==> src/rtl/fwhw_pkg.sv <==
// Package: types, constants and table functions of the full-width to half-width folder.
package fwhw_pkg;

    localparam int unsigned TABLE_ENTRIES = 95;
    localparam int unsigned IDX_W         = 7;

    localparam logic [1:0] MODE_PASS = 2'd0;
    localparam logic [1:0] MODE_UTF8 = 2'd1;
    localparam logic [1:0] MODE_EUC  = 2'd2;

    localparam logic [7:0] ASCII_BASE = 8'h20;

    typedef struct packed {
        logic [7:0] in_byte;
        logic       in_last;
    } t_in_item;

    typedef struct packed {
        logic [7:0] out_byte;
        logic       out_valid;
        logic       run_last;
        logic       string_end;
    } t_out_item;

    typedef struct packed {
        logic             hit;
        logic [IDX_W-1:0] idx;
    } t_match;

    // EUC-JP forms of ASCII 0x20 .. 0x7E, in table order.
    localparam logic [15:0] EUC_FORMS [TABLE_ENTRIES] = '{
        16'hA1A1, 16'hA1AA, 16'hA1C9, 16'hA1F4, 16'hA1F0, 16'hA1F3, 16'hA1F5, 16'hA1C7,
        16'hA1CA, 16'hA1CB, 16'hA1F6, 16'hA1DC, 16'hA1A4, 16'hA1DD, 16'hA1A5, 16'hA1BF,
        16'hA3B0, 16'hA3B1, 16'hA3B2, 16'hA3B3, 16'hA3B4, 16'hA3B5, 16'hA3B6, 16'hA3B7,
        16'hA3B8, 16'hA3B9, 16'hA1A7, 16'hA1A8, 16'hA1E3, 16'hA1E1, 16'hA1E4, 16'hA1A9,
        16'hA1F7, 16'hA3C1, 16'hA3C2, 16'hA3C3, 16'hA3C4, 16'hA3C5, 16'hA3C6, 16'hA3C7,
        16'hA3C8, 16'hA3C9, 16'hA3CA, 16'hA3CB, 16'hA3CC, 16'hA3CD, 16'hA3CE, 16'hA3CF,
        16'hA3D0, 16'hA3D1, 16'hA3D2, 16'hA3D3, 16'hA3D4, 16'hA3D5, 16'hA3D6, 16'hA3D7,
        16'hA3D8, 16'hA3D9, 16'hA3DA, 16'hA1CE, 16'hA1EF, 16'hA1CF, 16'hA1B0, 16'hA1B2,
        16'hA1C6, 16'hA3E1, 16'hA3E2, 16'hA3E3, 16'hA3E4, 16'hA3E5, 16'hA3E6, 16'hA3E7,
        16'hA3E8, 16'hA3E9, 16'hA3EA, 16'hA3EB, 16'hA3EC, 16'hA3ED, 16'hA3EE, 16'hA3EF,
        16'hA3F0, 16'hA3F1, 16'hA3F2, 16'hA3F3, 16'hA3F4, 16'hA3F5, 16'hA3F6, 16'hA3F7,
        16'hA3F8, 16'hA3F9, 16'hA3FA, 16'hA1D0, 16'hA1C3, 16'hA1D1, 16'hA1C1
    };

    // Three-byte UTF-8 full-width form of table entry idx (ASCII 0x20 + idx).
    function automatic logic [23:0] utf8_form(input logic [IDX_W-1:0] idx);
        logic [7:0] c;
        logic [7:0] lo;
        logic [23:0] form;
        c = ASCII_BASE + {1'b0, idx};
        case (c)
            8'h20: form = 24'hE38080;
            8'h22: form = 24'hE2809D;
            8'h27: form = 24'hE28099;
            8'h5C: form = 24'hEFBFA5;
            8'h60: form = 24'hE28098;
            default: begin
                if (c < 8'h60) begin
                    lo   = c + 8'h60;
                    form = {16'hEFBC, lo};
                end else begin
                    lo   = c + 8'h20;
                    form = {16'hEFBD, lo};
                end
            end
        endcase
        return form;
    endfunction

    // Character length announced by a lead byte.
    function automatic logic [2:0] lead_length(input logic [1:0] mode, input logic [7:0] b);
        logic [2:0] len;
        if (mode == MODE_UTF8) begin
            if (b[7] == 1'b0)              len = 3'd1;
            else if (b[7:5] == 3'b110)     len = 3'd2;
            else if (b[7:4] == 4'b1110)    len = 3'd3;
            else if (b[7:3] == 5'b11110)   len = 3'd4;
            else                           len = 3'd1;
        end else begin
            if (b == 8'h8F)                len = 3'd3;
            else if (b[7])                 len = 3'd2;
            else                           len = 3'd1;
        end
        return len;
    endfunction

endpackage

==> src/rtl/fwhw_match.sv <==
// Parallel compare of a completed character against the full-width form table.
module fwhw_match (
    input  logic [1:0]      i_mode,
    input  logic [1:0]      i_pend_cnt,
    input  logic [7:0]      i_p0,
    input  logic [7:0]      i_p1,
    input  logic [7:0]      i_byte,
    output fwhw_pkg::t_match o_match
);

    logic [fwhw_pkg::TABLE_ENTRIES-1:0] w_hits;
    logic                               w_utf8_chk;
    logic                               w_euc_chk;

    // UTF-8 matches only three-byte characters, EUC-JP only two-byte ones.
    assign w_utf8_chk = (i_mode == fwhw_pkg::MODE_UTF8) && (i_pend_cnt == 2'd2);
    assign w_euc_chk  = (i_mode == fwhw_pkg::MODE_EUC)  && (i_pend_cnt == 2'd1);

    always_comb begin
        for (int i = 0; i < fwhw_pkg::TABLE_ENTRIES; i++) begin
            w_hits[i] = (w_utf8_chk &&
                         ({i_p0, i_p1, i_byte} ==
                          fwhw_pkg::utf8_form(fwhw_pkg::IDX_W'(i)))) ||
                        (w_euc_chk && ({i_p0, i_byte} == fwhw_pkg::EUC_FORMS[i]));
        end
    end

    // The lowest matching entry wins.
    always_comb begin
        o_match.hit = |w_hits;
        o_match.idx = '0;
        for (int i = fwhw_pkg::TABLE_ENTRIES - 1; i >= 0; i--) begin
            if (w_hits[i]) begin
                o_match.idx = fwhw_pkg::IDX_W'(i);
            end
        end
    end

endmodule

==> src/rtl/fullwidth_to_halfwidth_folder_core.sv <==
// Top level of the full-width to half-width folder.
//
// Input channel (i_valid, o_stall, i_data) carries one string byte per item;
// in_last marks the final byte of a string. Output channel (o_valid, i_stall,
// o_data) carries result items. The mode register (i_cfg_wr_en,
// i_cfg_wr_data) selects passthrough, UTF-8 or EUC-JP; the user must write it only
// while the block is idle, as the block itself does not enforce this.
// An accepted item is decoded in the same cycle against the pending-character
// registers and the form table; its zero to four results land in a four-entry
// result buffer and appear starting the next cycle, one per cycle unless the receiver stalls.
// A new item is accepted in the cycle the last result of the previous item is
// taken, so the results of one item are all drained before the next item is
// accepted: the drain of the result buffer sets the rate. run_last marks the
// last result of an item and string_end the final result of a string; a
// string with no data yields one bare marker. Reset clears the result buffer,
// pending character, stop flag and mode (passthrough). While the receiver
// stalls, the current result holds and o_stall stays high until its item's
// last result is taken.
module fullwidth_to_halfwidth_folder_core (
    input  logic                 i_clk,
    input  logic                 i_rst_n,
    input  logic                 i_cfg_wr_en,
    input  logic [1:0]           i_cfg_wr_data,
    input  logic                 i_valid,
    output logic                 o_stall,
    input  fwhw_pkg::t_in_item   i_data,
    output logic                 o_valid,
    input  logic                 i_stall,
    output fwhw_pkg::t_out_item  o_data
);

    // Character assembly state.
    logic [1:0] r_mode;
    logic [7:0] r_pend [3];
    logic [1:0] r_pcnt;
    logic [2:0] r_clen;
    logic       r_stopped;

    // Result buffer.
    logic [7:0] r_q [4];
    logic [2:0] r_cnt;
    logic [1:0] r_idx;
    logic       r_mark;
    logic       r_end;

    logic [7:0] n_pend [3];
    logic [1:0] n_pcnt;
    logic [2:0] n_clen;
    logic       n_stopped;
    logic [7:0] n_q [4];
    logic [2:0] n_cnt;
    logic       n_mark;

    logic            w_accept;
    logic            w_drain;
    logic            w_pass;
    logic            w_complete;
    logic [2:0]      w_len;
    logic [7:0]      w_list [4];
    fwhw_pkg::t_match w_match;
    logic            w_is_last;

    fwhw_match u_match (
        .i_mode     (r_mode),
        .i_pend_cnt (r_pcnt),
        .i_p0       (r_pend[0]),
        .i_p1       (r_pend[1]),
        .i_byte     (i_data.in_byte),
        .o_match    (w_match)
    );

    assign w_is_last = (r_idx == 2'(r_cnt - 3'd1));
    assign o_valid   = (r_cnt != 3'd0);
    assign w_drain   = o_valid && !i_stall && w_is_last;
    assign o_stall   = o_valid && !w_drain;
    assign w_accept  = i_valid && !o_stall;

    assign o_data.out_byte   = r_q[r_idx];
    assign o_data.out_valid  = !r_mark;
    assign o_data.run_last   = w_is_last;
    assign o_data.string_end = w_is_last && r_end;

    assign w_pass     = (r_mode != fwhw_pkg::MODE_UTF8) && (r_mode != fwhw_pkg::MODE_EUC);
    assign w_len      = fwhw_pkg::lead_length(r_mode, i_data.in_byte);
    assign w_complete = (({1'b0, r_pcnt} + 3'd1) >= r_clen) || (r_pcnt == 2'd3);

    // Pending bytes in arrival order, followed by the new byte.
    always_comb begin
        for (int k = 0; k < 4; k++) begin
            if (k < 3 && 2'(k) < r_pcnt) begin
                w_list[k] = r_pend[k];
            end else begin
                w_list[k] = i_data.in_byte;
            end
        end
    end

    always_comb begin
        n_pend    = r_pend;
        n_pcnt    = r_pcnt;
        n_clen    = r_clen;
        n_stopped = r_stopped;
        n_q       = w_list;
        n_cnt     = 3'd0;
        n_mark    = 1'b0;

        if (w_pass) begin
            n_cnt  = {1'b0, r_pcnt} + 3'd1;
            n_pcnt = 2'd0;
            n_clen = 3'd0;
        end else if (r_stopped) begin
            n_cnt = 3'd0;
        end else if (r_pcnt == 2'd0) begin
            if (i_data.in_byte == 8'h00) begin
                n_stopped = 1'b1;
            end else if (w_len == 3'd1) begin
                n_cnt = 3'd1;
            end else begin
                n_pend[0] = i_data.in_byte;
                n_pcnt    = 2'd1;
                n_clen    = w_len;
                // A started character at the string end is emitted as-is.
                n_cnt     = i_data.in_last ? 3'd1 : 3'd0;
            end
        end else if (w_complete) begin
            n_pcnt = 2'd0;
            n_clen = 3'd0;
            if (w_match.hit) begin
                n_q[0] = fwhw_pkg::ASCII_BASE + {1'b0, w_match.idx};
                n_cnt  = 3'd1;
            end else begin
                n_cnt  = {1'b0, r_pcnt} + 3'd1;
            end
        end else begin
            n_pend[r_pcnt] = i_data.in_byte;
            n_pcnt         = r_pcnt + 2'd1;
            n_cnt          = i_data.in_last ? ({1'b0, r_pcnt} + 3'd1) : 3'd0;
        end

        if (i_data.in_last) begin
            n_pcnt    = 2'd0;
            n_clen    = 3'd0;
            n_stopped = 1'b0;
            if (n_cnt == 3'd0) begin
                n_cnt  = 3'd1;
                n_mark = 1'b1;
                n_q[0] = 8'h00;
            end
        end
    end

    always_ff @(posedge i_clk) begin
        if (!i_rst_n) begin
            r_mode    <= fwhw_pkg::MODE_PASS;
            r_pcnt    <= 2'd0;
            r_clen    <= 3'd0;
            r_stopped <= 1'b0;
            r_cnt     <= 3'd0;
            r_idx     <= 2'd0;
        end else begin
            if (i_cfg_wr_en) begin
                r_mode <= i_cfg_wr_data;
            end
            if (w_accept) begin
                r_pcnt    <= n_pcnt;
                r_clen    <= n_clen;
                r_stopped <= n_stopped;
                r_cnt     <= n_cnt;
                r_idx     <= 2'd0;
            end else if (w_drain) begin
                r_cnt <= 3'd0;
                r_idx <= 2'd0;
            end else if (o_valid && !i_stall) begin
                r_idx <= r_idx + 2'd1;
            end
        end
    end

    always_ff @(posedge i_clk) begin
        if (w_accept) begin
            r_pend <= n_pend;
            r_q    <= n_q;
            r_mark <= n_mark;
            r_end  <= i_data.in_last;
        end
    end

`ifndef ASSERT_OFF
    a_stall_needs_results: assert property (@(posedge i_clk) disable iff (!i_rst_n)
        !o_valid |-> !o_stall)
        else $error("input stalled with an empty result buffer");

    a_idx_in_range: assert property (@(posedge i_clk) disable iff (!i_rst_n)
        o_valid |-> ({1'b0, r_idx} < r_cnt))
        else $error("result index beyond result count");

    a_last_clears_state: assert property (@(posedge i_clk) disable iff (!i_rst_n)
        (w_accept && i_data.in_last) |=> (r_pcnt == 2'd0 && r_clen == 3'd0 && !r_stopped))
        else $error("string end did not clear the character state");

    a_marker_alone: assert property (@(posedge i_clk) disable iff (!i_rst_n)
        (o_valid && !o_data.out_valid) |-> (r_cnt == 3'd1 && o_data.string_end))
        else $error("bare end marker is not the sole final result");

    a_pending_bounded: assert property (@(posedge i_clk) disable iff (!i_rst_n)
        (r_pcnt != 2'd0) |-> ({1'b0, r_pcnt} < r_clen))
        else $error("pending bytes reach the announced length");
`endif

endmodule
==> config.mk <==
export PLATFORM = sky130hd
export DESIGN_NAME = fullwidth_to_halfwidth_folder_core
export DESIGN_NICKNAME = d
export VERILOG_FILES = /design/src/rtl/fwhw_pkg.sv /design/src/rtl/fwhw_match.sv /design/src/rtl/fullwidth_to_halfwidth_folder_core.sv
export SDC_FILE = /design/constraint.sdc
export NUM_CORES = 1
export LEC_CHECK = 0
export BUFFER_PORTS_ARGS = -buffer_cell sky130_fd_sc_hd__buf_2
export CAP_MARGIN = 10
export CORE_MARGIN = 1.5
export CORE_UTILIZATION = 57
export DETAILED_ROUTE_END_ITERATION = 10
export MAX_ROUTING_LAYER = met4
export PLACE_DENSITY_LB_ADDON = 0.3
export SLEW_MARGIN = 20
export SYNTH_ARGS = -nofsm -noshare
export SYNTH_HDL_FRONTEND = slang
export SYNTH_SLANG_ARGS = --single-unit
export TNS_END_PERCENT = 20
==> constraint.sdc <==
create_clock -name i_clk -period 4.55 [get_ports i_clk]
set_input_delay 0.455 -clock i_clk [delete_from_list [all_inputs] [get_ports i_clk]]
set_output_delay 0.455 -clock i_clk [all_outputs]
set_load 0.1 [all_outputs]
==> impl_metrics.csv, run 1 <==
group,metric,value,unit
cells_and_area,final_common_cell,"nor2_1",
floorplanning,die_x,103.1,um
logic_synthesis,syn-num-nets,663,
status,status,"completed",
worst_setup_path,path_class,"flip-flop to flip-flop",
clock_network,cts_tree,"built",
routing,routed_wl,22260,um
timing,hold_viol_final,0,
routing,routedWlPerCell,28.25,um
floorplanning,initial_utilization,58.71,%
hold_path,hold_end,"r_mode[1]",
floorplanning,dieArea,10630,um2
clock_network,cts_buffer_depth,2,
grt,overflow,0,
power,peakVddDrop,0.1645,mV
logic_synthesis,yosysSeqAreaShare,35.05,%
timing,rsz0062_at_grt,"no",
cells_and_area,nets,679,
placed_design,place.gp.congestion,1.195,
cells_and_area,layout_common_cells,"nor2_1, edfxtp_1, nand2_1",
placed_design,placed_area,5995,um2
timing,setup_tns,0,ps
logic_synthesis,synth_top_area_cell,"edfxtp_1",
logic_synthesis,syn_area_per_cell,8.995,um2
clock_network,post_cts_buffers,0,
logic_synthesis,synth_cells,635,
routing,vias,5978,
floorplanning,rows,36,
clock_network,cts_hold_buf,0,
clock_network,cts_resized,0,
logic_synthesis,ys_types,91,
worst_setup_path,end_kind,"flip-flop",
routing,dr.pass1.iters,9,
cells_and_area,fillCellCount,777,
grt,grt_max_degree,43,
routing,ant_nets,0,
routing,drc,0,
worst_setup_path,startpoint_type,"flip-flop",
cells_and_area,syn_to_final_growth,7.930,%
logic_synthesis,async_reset_ff_share,0,%
logic_synthesis,ys_seq_elements,71,
power,p_leak,2.133,nW
logic_synthesis,netlist.area_leader.share,30.49,%
worst_setup_path,rr_worst_depth,8,
routing,vias_per_cell,7.586,
clock_network,clock_latency,370,ps
grt,grt_pass1_wl,32950,um
logic_synthesis,synth_edf_count,58,
placed_design,place_inst,773,
timing,drv_slew,0,
grt,grt_pass1_vias,5524,
timing,setup_viol,0,
worst_setup_path,required,4650,ps
timing,max_slew_margin,35.66,%
logic_synthesis,ys_warn_count,0,
cells_and_area,post-route-util,63.36,%
timing,period_minus_slack,3846,ps
clock_network,clkSinkCount,71,
worst_setup_path,r2r_setup_slack,700,ps
logic_synthesis,ys.flop_type,"edfxtp_1",
cells_and_area,final_cells,788,
routing,drt_iter0_drc,949,
timing,finalCritPeriodShare,84.52,%
flow_run,max_cap_viol_count,0,
placed_design,dpl.hpwl,15930,um
hold_path,hold_depth,3,
grt,antenna_found_initial,0,
timing,clock.fmax,260.0,MHz
cells_and_area,drive_above_1_share,18.17,%
grt,grt_use_total,44.22,%
logic_synthesis,netlist_area,5712,um2
worst_setup_path,r2r_end,"r_q[24]",
clock_network,htreeDepth,3,
hold_path,worstHoldStart,"i_cfg_wr_data[1]",
floorplanning,die_y,103.1,um
placed_design,portBuffers,28,
floorplanning,core_area,9729,um2
timing,worst_pin_slew,957.7,ps
hold_path,hp-class,"input pin to flip-flop",
cells_and_area,n_antenna_cell,0,
clock_network,cts_root_buf,"clkbuf_8",
power,powerDensity,259.2,nW/um2
clock_network,cts_made_buffers,9,
worst_setup_path,critPathArrivalTime,3950,ps
worst_setup_path,crit_path_max_fanout,10,
cells_and_area,design_area,6165,um2
floorplanning,io_pins,29,
clock_network,clkTransAtPathRegs,80,ps
logic_synthesis,yosys-top-cells-area,"edfxtp_1, dfxtp_1, nor2_1",
timing,fin_skew,9.131,ps
[area by class of cell]
class                   count  area, um2  area share, %
clock buffers              10      127.6          2.070
well taps                 133      166.4          2.699
multi-input cells         496       3422          55.51
inverters                  22      85.08          1.380
flip-flops and latches     71       2002          32.47
clock inverters             5      36.28         0.5886
repair buffers             51      325.3          5.277
[report_power, final]
group / switching (mW) / internal, mW / total (mW)
registers: 0.0257 / 0.749 / 0.774
logic: 0.288 / 0.0951 / 0.384
clock network: 0.245 / 0.195 / 0.440
total: 0.559 / 1.04 / 1.60
[per-layer routing]
| layer | vias up | track usage [%] | share of wire [%] | wire length (um) |
|---|---|---|---|---|
| met2 | 575 | 70.90 | 46 | 10220 |
| met1 | 2744 | 50.49 | 34 | 7525 |
| li1 | 2486 | - | - | - |
| met5 | - | - | 0 | 0 |
| met4 | 0 | 25.99 | 7.8 | 1738 |
| met3 | 173 | 10.37 | 12 | 2778 |
[synth_stat cells, types with 6 or more instances]
cell type	number
buf_4	7
nand4_1	20
o211ai_1	6
buf_2	15
ha_1	12
nor2b_1	7
mux4_2	8
mux2_2	9
clkbuf_1	22
nand2b_1	6
and2_1	10
nor3_1	19
nand3_1	20
a21oi_1	22
and3_1	7
o22ai_1	6
mux2i_1	10
inv_1	20
edfxtp_1	58
o21a_1	7
o21ai_0	46
nand2_1	56
a32oi_1	9
nor2_1	64
dfxtp_1	13
nor4_1	10
[through the flow]
stage | total power [mW] | hold slack (ps) | setup WS [ps]
5_1_grt | 1.639 | 385.5 | 626.7
4_1_cts | 1.579 | 375.8 | 910.9
2_1_floorplan | 1.065 | 433.2 | 122.8
6_report | 1.598 | 365.3 | 704.3
3_3_place_gp | 1.142 | 450.2 | 789.5
3_5_place_dp | 1.155 | 460.7 | 726.9
[worst max path at each step]
| stage | from | depth (start not counted) | slack (ps) | endpoint |
|---|---|---|---|---|
| after floorplan | r_cnt[0] | 10 | 120 | r_cnt[0] |
| after global placement | i_data[2] | 12 | 790 | r_q[29] |
| after detailed placement | i_data[2] | 12 | 730 | r_q[29] |
| after CTS | r_pcnt[1] | 12 | 910 | r_q[29] |
| after global routing | r_pcnt[1] | 12 | 630 | r_q[29] |
| final | flip-flop | 8 | 700 | r_q[24] |
[worst max-delay path: stages, from the launching register on]
cell and delay [ps]:
edfxtp_1 600, or2_1 470, or3_1 590, o31ai_4 550, inv_1 100, o2111ai_2 420, o31ai_1 230, nor4_1 520
a211oi_2 80
[cells by family (layout without fill, tap and decap cells)]
family          Yosys count  after routing  share of synthesized area (%)
mux                      27             27                          6.681
compound gates          166            166                          20.61
fa+ha+maj                12             12                          2.629
simple gates            285            285                          28.81
buf+inv                  68             88                          5.301
xor+xnor                  6              6                         0.9202
flops                    71             71                          35.05
No activity file was read; power rests on OpenSTA's default activity.
==> run 2, diff against run 1 <==
==> constraint.sdc (replaced) <==
create_clock -name i_clk -period 3.13 [get_ports i_clk]
set_input_delay 0.313 -clock i_clk [delete_from_list [all_inputs] [get_ports i_clk]]
set_output_delay 0.313 -clock i_clk [all_outputs]
set_load 0.1 [all_outputs]
==> run 2 against run 1 <==
The run now ends with design-rule violations, negative setup slack left; worst hold slack worse by 170 ps; register-to-register slack got worse by 1100 ps; design area up 23%; wire length up 24%; sequential power is 45% higher; clock power increased by 94%; critical endpoint is now r_q[28]; largest cell class unchanged; highest routed layer unchanged.
==> impl_metrics.csv, run 2 (same netlist as run 1, synthesis figures left out) <==
group,metric,value,unit
grt,grt_use_total,53.96,%
floorplanning,io_pins,29,
power,p_seq_share,42.3,%
grt,grt_pass1_vias,6420,
worst_setup_path,critPathArrivalTime,3610,ps
status,violations,"design-rule violations, negative setup slack",
timing,setup_viol,18,
worst_setup_path,required,3260,ps
clock_network,cts_tree,"built",
timing,drv_slew,0,
timing,period_minus_slack,3483,ps
power,powerDensity,349.0,nW/um2
clock_network,cts_made_buffers,9,
timing,worst_pin_slew,768.1,ps
timing,max_slew_margin,48.79,%
routing,drc,1,
timing,clock.fmax,287.1,MHz
timing,rsz0062_at_grt,"yes",
grt,overflow,0,
floorplanning,die_x,103.1,um
grt,grt_pass1_wl,39360,um
placed_design,dpl.hpwl,17720,um
grt,antenna_found_initial,2,
floorplanning,initial_utilization,58.71,%
floorplanning,core_area,9729,um2
cells_and_area,final_common_cell,"buf_4",
placed_design,portBuffers,28,
timing,hold_viol_final,0,
cells_and_area,fillCellCount,594,
flow_run,max_cap_viol_count,0,
clock_network,clkTransAtPathRegs,90,ps
hold_path,hp-class,"input pin to flip-flop",
worst_setup_path,end_kind,"flip-flop",
worst_setup_path,crit_path_max_fanout,6,
cells_and_area,drive_above_1_share,36.19,%
clock_network,clkSinkCount,71,
cells_and_area,layout_common_cells,"buf_4, nor2_1, edfxtp_1",
power,switching_share,34.65,%
power,clock_power_share,32.4,%
routing,vias_per_cell,7.581,
hold_path,hold_depth,3,
floorplanning,rows,36,
clock_network,htreeDepth,3,
routing,drt_iter0_drc,1211,
worst_setup_path,path_class,"flip-flop to flip-flop",
timing,finalCritPeriodShare,111.3,%
placed_design,placed_area,6807,um2
routing,routedWlPerCell,30.00,um
cells_and_area,design_area,7553,um2
cells_and_area,nets,805,
status,status,"complete, but fails checks",
power,internal_power,1.723,mW
power,power.switching,913.3,uW
cells_and_area,multi_input_area,3784,um2
floorplanning,die_y,103.1,um
floorplanning,dieArea,10630,um2
placed_design,place.gp.congestion,1.149,
timing,setup_tns,-2272,ps
routing,vias,6959,
clock_network,cts_buffer_depth,2,
cells_and_area,seqCellArea,2008,um2
grt,grt_max_degree,36,
power,peakVddDrop,0.3853,mV
worst_setup_path,startpoint_type,"flip-flop",
cells_and_area,syn_to_final_growth,32.25,%
timing,fin_skew,12.97,ps
clock_network,clock_latency,380,ps
routing,routed_wl,27540,um
worst_setup_path,rr_worst_depth,12,
routing,dr.pass1.iters,11,
timing,fin_ws,-352.7,ps
power,pwr-share-comb,25.3,%
power,p_leak,2.864,nW
power,p_total,2.636,mW
routing,ant_nets,0,
clock_network,cts_root_buf,"clkbuf_8",
-- run 2: metrics by stage --
stage | hold WS, ps | util [%] | instances | worst slack [ps]
after CTS | 206.5 | 74.61 | 904 | 1.359
after global placement | 447.0 | 69.96 | 877 | -94.91
after floorplan | 411.9 | - | 635 | -38.91
final | 191.2 | 77.64 | 918 | -352.7
after detailed placement | 469.9 | 69.96 | 877 | -273.9
after global routing | 241.9 | 77.64 | 918 | -400.1
-- run 2: layer usage --
metal | global-route usage [%] | share of wire (%) | vias up
met5 | - | 0 | -
met4 | 37.42 | 11 | 0
met3 | 24.41 | 15 | 312
met2 | 77.38 | 42 | 749
met1 | 59.61 | 32 | 3156
li1 | - | - | 2742
-- run 2: area by class of cell --
class                   count  area share (%)
repair buffers            177           16.93
clock inverters             7           1.292
multi-input cells         496           50.09
diodes                      3         0.09939
well taps                 133           2.203
clock buffers               9           1.640
flip-flops and latches     71           26.59
inverters                  22           1.160
-- run 2: power groups by stage --
stage,sequential [mW],combinational [mW],clock (mW)
6_report,1.12,0.666,0.854
5_1_grt,1.12,0.690,0.880
4_1_cts,1.11,0.616,0.815
3_5_place_dp,1.13,0.600,0
3_3_place_gp,1.13,0.583,0
2_1_floorplan,1.12,0.437,0
-- run 2: worst max-delay path: stages (launching register included) --
cell and delay (ps):
dfxtp_2 360, inv_1 50, ha_1 220, and3b_4 220, buf_4 140, and3_1 260
nand3_1 130, nand4_1 190, or2_1 340, a2111oi_1 720, buf_4 250, o21a_1 280
nor2_1 80
-- run 2: path summary, 6_finish.rpt --
kind | start | end | slack, ps
worst max-delay path | r_mode[0] | r_q[28] | -350
worst min-delay path | i_cfg_wr_data[0] | r_mode[0] | 190
worst max register to register | r_mode[0] | r_q[28] | -350
worst min register to register | r_clen[1] | r_clen[1] | 490
-- run 2: what timing repair did --
item,CTS,global route
setup buffers,11,11
gates resized for setup,28,35
pin swaps,9,18
hold buffers,0,0
endpoints found under the setup margin,10,12
==> run 3, diff against run 2 <==
--- a/config.mk
+++ b/config.mk
@@ -5,7 +5,7 @@
 export SDC_FILE = /design/constraint.sdc
 export NUM_CORES = 1
 export LEC_CHECK = 0
-export BUFFER_PORTS_ARGS = -buffer_cell sky130_fd_sc_hd__buf_2
+export BUFFER_PORTS_ARGS = -buffer_cell sky130_fd_sc_hd__clkbuf_2
 export CAP_MARGIN = 10
 export CORE_MARGIN = 1.5
 export CORE_UTILIZATION = 57
==> run 3 against run 2 <==
The run ends with negative setup slack left; sequential power about the same; clock-buffer cell count unchanged; non-clock buffer count unchanged; flip-flop and latch count unchanged; design area down 2.2%; sequential share of layout area up 0.53 points; critical endpoint is now r_q[27].
==> impl_metrics.csv, run 3 (same netlist as run 1, synthesis figures left out) <==
group,metric,value,unit
status,status,"complete, but fails checks",
clock_network,htreeDepth,3,
timing,worst_pin_slew,811.4,ps
clock_network,clkSinkCount,71,
cells_and_area,final_common_cell,"buf_4",
hold_path,hp-class,"input pin to flip-flop",
worst_setup_path,crit_path_max_fanout,10,
grt,grt_use_total,47.16,%
worst_setup_path,cp_cell_sequence,"buf_4 > nor4b_4 > buf_4 > and3_4 > buf_4 > nand2_1 > nand4_1 > or2_1 > or2_4 > o31ai_4 > and4b_1 > a211oi_2",
floorplanning,die_x,103.1,um
worst_setup_path,required,3330,ps
routing,vias_per_cell,7.251,
clock_network,cts_hold_buf,0,
timing,period_minus_slack,3229,ps
grt,grt_pass1_vias,6237,
routing,drt_iter0_drc,866,
routing,vias,6642,
worst_setup_path,critPathArrivalTime,3430,ps
worst_setup_path,cpPeakStageDelay,500,ps
clock_network,cts_root_buf,"clkbuf_8",
power,p_leak,2.798,nW
grt,overflow,0,
timing,fin_ws,-99.23,ps
power,internal_power,1.645,mW
routing,dr.pass1.iters,6,
power,clock_power_share,30.1,%
flow_run,max_cap_viol_count,0,
floorplanning,dieArea,10630,um2
floorplanning,initial_utilization,58.71,%
worst_setup_path,cpMostUsedCell,"buf_4",
timing,drv_slew,0,
clock_network,cts_tree,"built",
routing,ant_nets,0,
power,powerDensity,340.6,nW/um2
power,power.switching,872.8,uW
cells_and_area,syn_to_final_growth,29.40,%
placed_design,dpl.hpwl,17410,um
timing,finalCritPeriodShare,103.2,%
power,p_seq_share,44.3,%
cells_and_area,layout_common_cells,"buf_4, nor2_1, edfxtp_1",
timing,clock.fmax,309.7,MHz
power,peakVddDrop,0.3161,mV
timing,rsz0062_at_grt,"yes",
floorplanning,io_pins,29,
routing,drc,0,
placed_design,place_inst,887,
clock_network,clkTransAtPathRegs,90,ps
grt,grt_max_degree,36,
placed_design,place.gp.congestion,1.214,
timing,setup_tns,-514.8,ps
cells_and_area,final_cells,916,
clock_network,clock_latency,370,ps
timing,fin_skew,9.996,ps
grt,grt_pass1_wl,35270,um
grt,antenna_found_initial,1,
cells_and_area,fillCellCount,677,
cells_and_area,nets,805,
routing,routedWlPerCell,27.17,um
power,pwr-share-comb,25.7,%
floorplanning,die_y,103.1,um
worst_setup_path,path_class,"flip-flop to flip-flop",
cells_and_area,drive_above_1_share,35.93,%
timing,setup_viol,9,
floorplanning,rows,36,
power,switching_share,34.67,%
timing,max_slew_margin,45.91,%
routing,routed_wl,24890,um
placed_design,portBuffers,28,
timing,hold_viol_final,0,
worst_setup_path,end_kind,"flip-flop",
floorplanning,core_area,9729,um2
clock_network,cts_made_buffers,9,
worst_setup_path,startpoint_type,"flip-flop",
status,violations,"negative setup slack",
clock_network,cts_buffer_depth,2,
worst_setup_path,crit_path_top_delay_cell,"edfxtp_1",
==> run 3: metrics by stage <==
step                      setup slack [ps]  util (%)  hold WS [ps]  power [mW]  instance area (um2)
final                               -99.23     75.96         212.1       2.517                 7391
after global routing                -149.2     75.96         240.4       2.573                 7391
after CTS                           -7.928     73.57         220.6       2.468                 7158
after detailed placement            -227.0     70.73         465.1       1.736                 6882
after global placement              -102.1     70.73         448.7       1.717                 6882
after floorplan                     -38.91         -         411.9       1.557                 5748
==> run 3: worst max-delay path, delay by kind of cell (launching register included) <==
kind                   cells  cell delay, ps
AOI/OAI and AO/OA          2             590
DFF                        1             500
buffers and inverters      3             520
and+or+nand+nor            7            1430
==> run 3: per-layer routing <==
metal	global-route usage (%)	wire length (um)	share of wire [%]	vias to the layer above
met5	-	0	0	-
met4	30.67	2258	9.1	0
met3	12.14	3200	13	230
met2	73.63	11120	45	657
met1	53.64	8310	33	3016
li1	-	-	-	2739
==> run 3: what timing repair did <==
action,CTS,global route
endpoints found under the setup margin,9,12
pin swaps,4,14
setup buffers,1,10
resized for setup,14,32
gates cloned,0,1
==> run 3: cell type report <==
cell class	count	area, um2	share of cell area (%)
antenna	1	2.502	0.03386
clock buffer	9	123.9	1.676
clock inverter	7	72.57	0.9819
inverter	22	87.58	1.185
multi-input combinational	496	3657	49.48
sequential	71	2004	27.12
tap	133	166.4	2.252
timing repair buffer	177	1276	17.27
==> run 3: power by group through the flow <==
stage / Sequential [mW] / Combinational [mW] / Clock, mW
after floorplan: 1.12 / 0.437 / 0
after CTS: 1.11 / 0.615 / 0.741
after global placement: 1.13 / 0.590 / 0
after detailed placement: 1.13 / 0.607 / 0
final: 1.11 / 0.646 / 0.756
after global routing: 1.12 / 0.673 / 0.783
==> run 3: path summary, 6_finish.rpt <==
path | cells after the start | slack (ps) | endpoint | from
worst min-delay path | 3 | 210 | r_mode[1] | i_cfg_wr_data[1]
worst max-delay path | 12 | -100 | r_q[27] | r_pend[17]
worst max register to register | 12 | -100 | r_q[27] | r_pend[17]
worst min register to register | 2 | 500 | r_clen[1] | r_clen[1]
